--- src/per_cpu_page_frame_allocator_macros.svh ---
// ----------------------------------------------------------------------------
// Assertion macros for the per-CPU page frame allocator
// Shorthands for clocked assertions on clk_i, disabled while rst_ni is low.
// ----------------------------------------------------------------------------
`ifndef PER_CPU_PAGE_FRAME_ALLOCATOR_MACROS_SVH
`define PER_CPU_PAGE_FRAME_ALLOCATOR_MACROS_SVH

// The consequent must hold in the same cycle as the antecedent.
`define PCPA_ASSERT_SAME(label, ante, cons, msg) \
  label: assert property (@(posedge clk_i) disable iff (!rst_ni) (ante) |-> (cons)) \
    else $error(msg);

// The consequent must hold in the cycle after the antecedent.
`define PCPA_ASSERT_NEXT(label, ante, cons, msg) \
  label: assert property (@(posedge clk_i) disable iff (!rst_ni) (ante) |=> (cons)) \
    else $error(msg);

`endif

--- src/pcpa_pkg.sv ---
// ----------------------------------------------------------------------------
// pcpa_pkg
// Shared types and constants of the per-CPU page frame allocator.
// ----------------------------------------------------------------------------
package pcpa_pkg;

  // Fixed field widths of the request, result and configuration beats.
  localparam int unsigned ADDR_W      = 40;
  localparam int unsigned CPU_FIELD_W = 3;
  localparam int unsigned STATUS_W    = 2;
  localparam int unsigned CFG_IDX_W   = 1;

  // Configuration register reset values.
  localparam logic [ADDR_W-1:0] KERNEL_END_RST = 40'h00_8000_0000;
  localparam logic [ADDR_W-1:0] PHYS_TOP_RST   = 40'h00_8800_0000;

  // Request kinds.
  typedef enum logic {
    REQ_ALLOC = 1'b0,
    REQ_FREE  = 1'b1
  } req_e;

  // Result status codes.
  typedef enum logic [STATUS_W-1:0] {
    ST_ALLOC    = 2'd0,
    ST_FREED    = 2'd1,
    ST_OOM      = 2'd2,
    ST_BAD_FREE = 2'd3
  } status_e;

  // Configuration register indexes.
  typedef enum logic [CFG_IDX_W-1:0] {
    CFG_KERNEL_END = 1'b0,
    CFG_PHYS_TOP   = 1'b1
  } cfg_reg_e;

  // Commands from the controller to the datapath.
  typedef struct packed {
    logic load;  // capture the request beat and launch the link read
    logic fire;  // commit the state update and load the result register
  } ctrl_cmd_t;

  // Status from the datapath to the controller.
  typedef struct packed {
    logic req_free;   // the captured request is a free
    logic mod_done;   // the link index of the freed page is ready
    logic slot_free;  // the result register can take a new beat
  } dp_status_t;

endpackage

--- src/pcpa_ctrl.sv ---
// ----------------------------------------------------------------------------
// pcpa_ctrl
// Controller: accepts one request at a time and fires its commit.
// ----------------------------------------------------------------------------
module pcpa_ctrl import pcpa_pkg::*; (
  input  logic       clk_i,
  input  logic       rst_ni,
  input  logic       in_valid_i,
  output logic       in_ready_o,
  input  dp_status_t dp_status_i,
  output ctrl_cmd_t  cmd_o
);

  typedef enum logic [1:0] {
    S_IDLE = 2'b01,
    S_EXEC = 2'b10
  } state_e;

  state_e state_q;
  state_e state_d;
  logic   exec_go;

  // The commit waits for a free result slot and, for a free, the link index.
  assign exec_go = dp_status_i.slot_free &&
                   (!dp_status_i.req_free || dp_status_i.mod_done);

  assign in_ready_o = (state_q == S_IDLE);
  assign cmd_o.load = in_valid_i && (state_q == S_IDLE);
  assign cmd_o.fire = (state_q == S_EXEC) && exec_go;

  // Next-state logic.
  always_comb begin
    state_d = state_q;
    unique case (state_q)
      S_IDLE: begin
        if (in_valid_i) begin
          state_d = S_EXEC;
        end
      end
      S_EXEC: begin
        if (exec_go) begin
          state_d = S_IDLE;
        end
      end
      default: begin
        state_d = S_IDLE;
      end
    endcase
  end

  always_ff @(posedge clk_i or negedge rst_ni) begin
    if (!rst_ni) begin
      state_q <= S_IDLE;
    end else begin
      state_q <= state_d;
    end
  end

endmodule

--- config.mk ---
export PLATFORM = sky130hd
export DESIGN_NAME = pcpa_ctrl
export DESIGN_NICKNAME = d
export VERILOG_FILES = /design/src/per_cpu_page_frame_allocator_macros.svh /design/src/pcpa_pkg.sv /design/src/pcpa_ctrl.sv
export SDC_FILE = /design/constraint.sdc
export NUM_CORES = 1
export LEC_CHECK = 0
export BUFFER_PORTS_ARGS = -buffer_cell sky130_fd_sc_hd__buf_2
export CAP_MARGIN = 20
export CORE_AREA = 2 2 39 41
export CTS_CLUSTER_SIZE = 20
export DETAILED_ROUTE_END_ITERATION = 16
export DIE_AREA = 0 0 41 43
export GPL_ROUTABILITY_DRIVEN = 1
export PLACE_DENSITY = 0.3
export SKIP_LAST_GASP = 1
export SYNTH_ARGS = -nofsm -noshare
export SYNTH_HDL_FRONTEND = slang
export SYNTH_SLANG_ARGS = --single-unit
--- constraint.sdc ---
create_clock -name clk_i -period 1.1 [get_ports clk_i]
set_input_delay 0.22 -clock clk_i [delete_from_list [all_inputs] [get_ports clk_i]]
set_output_delay 0.22 -clock clk_i [all_outputs]
set_load 0.01 [all_outputs]
==> run metrics <==
top fanout value on the critical path 2; Die Span Y 43 um; largest stage delay on the critical path 0.52 ns; total number of H-tree levels 1; number of clock sinks 2; failing checks negative setup slack; Tightest Pin Transition 0.3494 ns; post-layout util 17.90%; worst vdd ir 509.8 uV; floorplan row count 14; type of the worst setup path reg -> out; clock buffers created by TritonCTS 3; largest registers state_q x2; root cell of the clock tree sky130_fd_sc_hd__clkbuf_4; most used cells in the layout excluding fill and tap cells 6 x sky130_fd_sc_hd__buf_2, 4 x sky130_fd_sc_hd__buf_4, 3 x sky130_fd_sc_hd__clkbuf_4, 2 x sky130_fd_sc_hd__inv_1, 2 x sky130_fd_sc_hd__buf_6; multiplexer fraction of the synthesized cell area 0%; critical-path cell with the highest stage delay sky130_fd_sc_hd__dfstp_2; Ys Warns 0; total power draw 654.1 uW; clock-pin slew on the worst setup and hold paths 0.03 ns; static leakage power 0.0001319 uW; area of placed instances 191.4 um^2; DRC violation total after the first TritonRoute iteration 1; vias per cell 3.186; final hold violation count 0; synthesized-area fraction occupied by and/or/nand/nor cells 24.10%; pin count of the biggest net entering global routing 5; final-layout worst hold slack 0.3244 ns; fraction of final layout cells with drive strength greater than 1 66.67%; worst-path cell chain nor2b_4 -> and2_4 -> buf_6; most frequent standard cell in the layout excluding fill and tap cells sky130_fd_sc_hd__buf_2; status complete, but fails checks; data required time of the critical path 0.88 ns; critical path launch point type flop; worst max-slew margin expressed relative to the limit 76.46%; Diodes inserted 0; global placer's final weighted congestion 0.6093; vias in the first global route 149; die area 0.001763 mm^2; DR vias 137; die extent in x 41 um; power density over cell area 2640 mW/mm^2; Max Cap Violations 0; synthesis-stage register bit count 2; synthesized area 103.9 um^2; minimum clock period after layout 1.336 ns; Design Area, Final 247.7 um^2; I/O pin cnt 9; worst reg2reg path startpoint state_q[0]$_DFFE_PN1P_; beginning of the critical path state_q[0]$_DFFE_PN1P_; global-route wire length before repair 496 um; total core area 0.001384 mm^2; buffers added on ports 8; final setup violation count 3; Post-Syn Instances 10; post-layout worst setup margin -0.2364 ns; post-synthesis compound-gate area fraction 19.28%; final wirelength 333 um; clock skew 0.003910 ns; xor and xnor fraction of the mapped netlist area 0%; Tightest Hold Check Type in -> async; Pins Over Slew Limit 0; CTS tree done; Synth Area in Adders 0%; CTS Buffer Depth 2; fraction of the yosys area taken by sequential cells 49.40%; unrepaired setup endpoints after global routing yes; Synth Net Count 16; final routed DRC violation total 0; worst endpoint data arrival time 1.12 ns; cell taking the most area after synthesis sky130_fd_sc_hd__dfstp_2; Critical Path End Type primary output; WL per Instance 7.744 um; top area cells in the synthesized netlist sky130_fd_sc_hd__dfstp_2 25%, sky130_fd_sc_hd__dfrtp_1 24%, sky130_fd_sc_hd__a31o_1 8.4%; Starting Density 7.505%; DRT Pass-1 Iters 2; post-route fraction of the period consumed by the critical path 121.5%; number of distinct library cells after synthesis 9; proportion of netlist area held by the largest area contributor 25.30%; largest family of logic cells by synthesized area simple AND/OR/NAND/NOR gates; number of antenna violations at the first check in global routing 0; Final Net Count 34; clk_lat worst skew 0.23 ns; Area growth syn-to-layout 138.6%; Global Route Usage Sum 5.120%; Most flops, register state_q; f_max 0.7483 GHz; Post-Synthesis Mean Instance Area 10.39 um^2; aggregate global routing overflow 0; flip-flop count of the largest register, all copies and words added 2; remaining number of nets flagged by the antenna check after routing 0
## through the flow
step / setup TNS [ns] / worst slack, ns / cells
after CTS: -0.6863 / -0.2483 / 43
after global placement: -0.01494 / -0.01421 / 37
after global routing: -0.7269 / -0.2772 / 43
after detailed placement: -0.04127 / -0.02829 / 37
after floorplan: 0 / 0.03150 / 10
final: -0.5930 / -0.2364 / 43
## path summary, 6_finish.rpt
check	to	slack, ns	depth (start not counted)
max	cmd_o[1]	-0.24	3
min	state_q[1]$_DFFE_PN0P_	0.32	2
max reg2reg	state_q[1]$_DFFE_PN0P_	0.05	4
min reg2reg	state_q[0]$_DFFE_PN1P_	0.62	3
max in group asynchronous	state_q[0]$_DFFE_PN1P_	0.58	2
min in group clk_i	state_q[0]$_DFFE_PN1P_	0.34	3
## area by class of cell
class,count,area (um^2)
Clock buffer,4,26.28
Fill cell,155,1136
Inverter,2,7.507
Multi-Input combinational cell,6,50.05
Sequential cell,2,51.30
Tap cell,16,20.02
Timing Repair Buffer,13,92.59
## per-layer routing
layer,global-route usage [%],wire length [um]
met5,0,0
met4,6.000,0
met3,4.712,49
met2,5.938,143
met1,4.502,140
## where the power goes
group | switching, uW | internal, uW
registers | 28.5 | 117
logic | 110 | 219
clock network | 45.1 | 135
total | 183 | 471
## cells in the mapped netlist (all sizes together)
library cell / n
dfstp: 1
a31oi: 1
dfrtp: 1
and2: 1
nor3b: 1
a31o: 1
nor2b: 1
o21ai: 1
inv: 2
## repair_timing
item / in CTS / in global routing
cloned: 0 / 0
endpoints found under the setup margin: 3 / 5
pin swaps: 1 / 0
gates resized for setup: 2 / 0
hold endpoints to repair: 2 / 0
hold buffers: 1 / 0
buffers inserted: 1 / 2
## worst max-delay path, delay by kind of cell, from the launching register on
kind	cells	cell delay (ns)
buffers and inverters	1	0.09
DFF	1	0.52
and+or+nand+nor	2	0.28
## cells by family (layout without fill, tap and decap cells)
kind of cell    count (synthesis)  count (layout)
compound gates                  3               3
flops                           2               2
simple gates                    3               3
buf+inv                         2              19
Note: power is estimated with default switching activity, not from simulation.
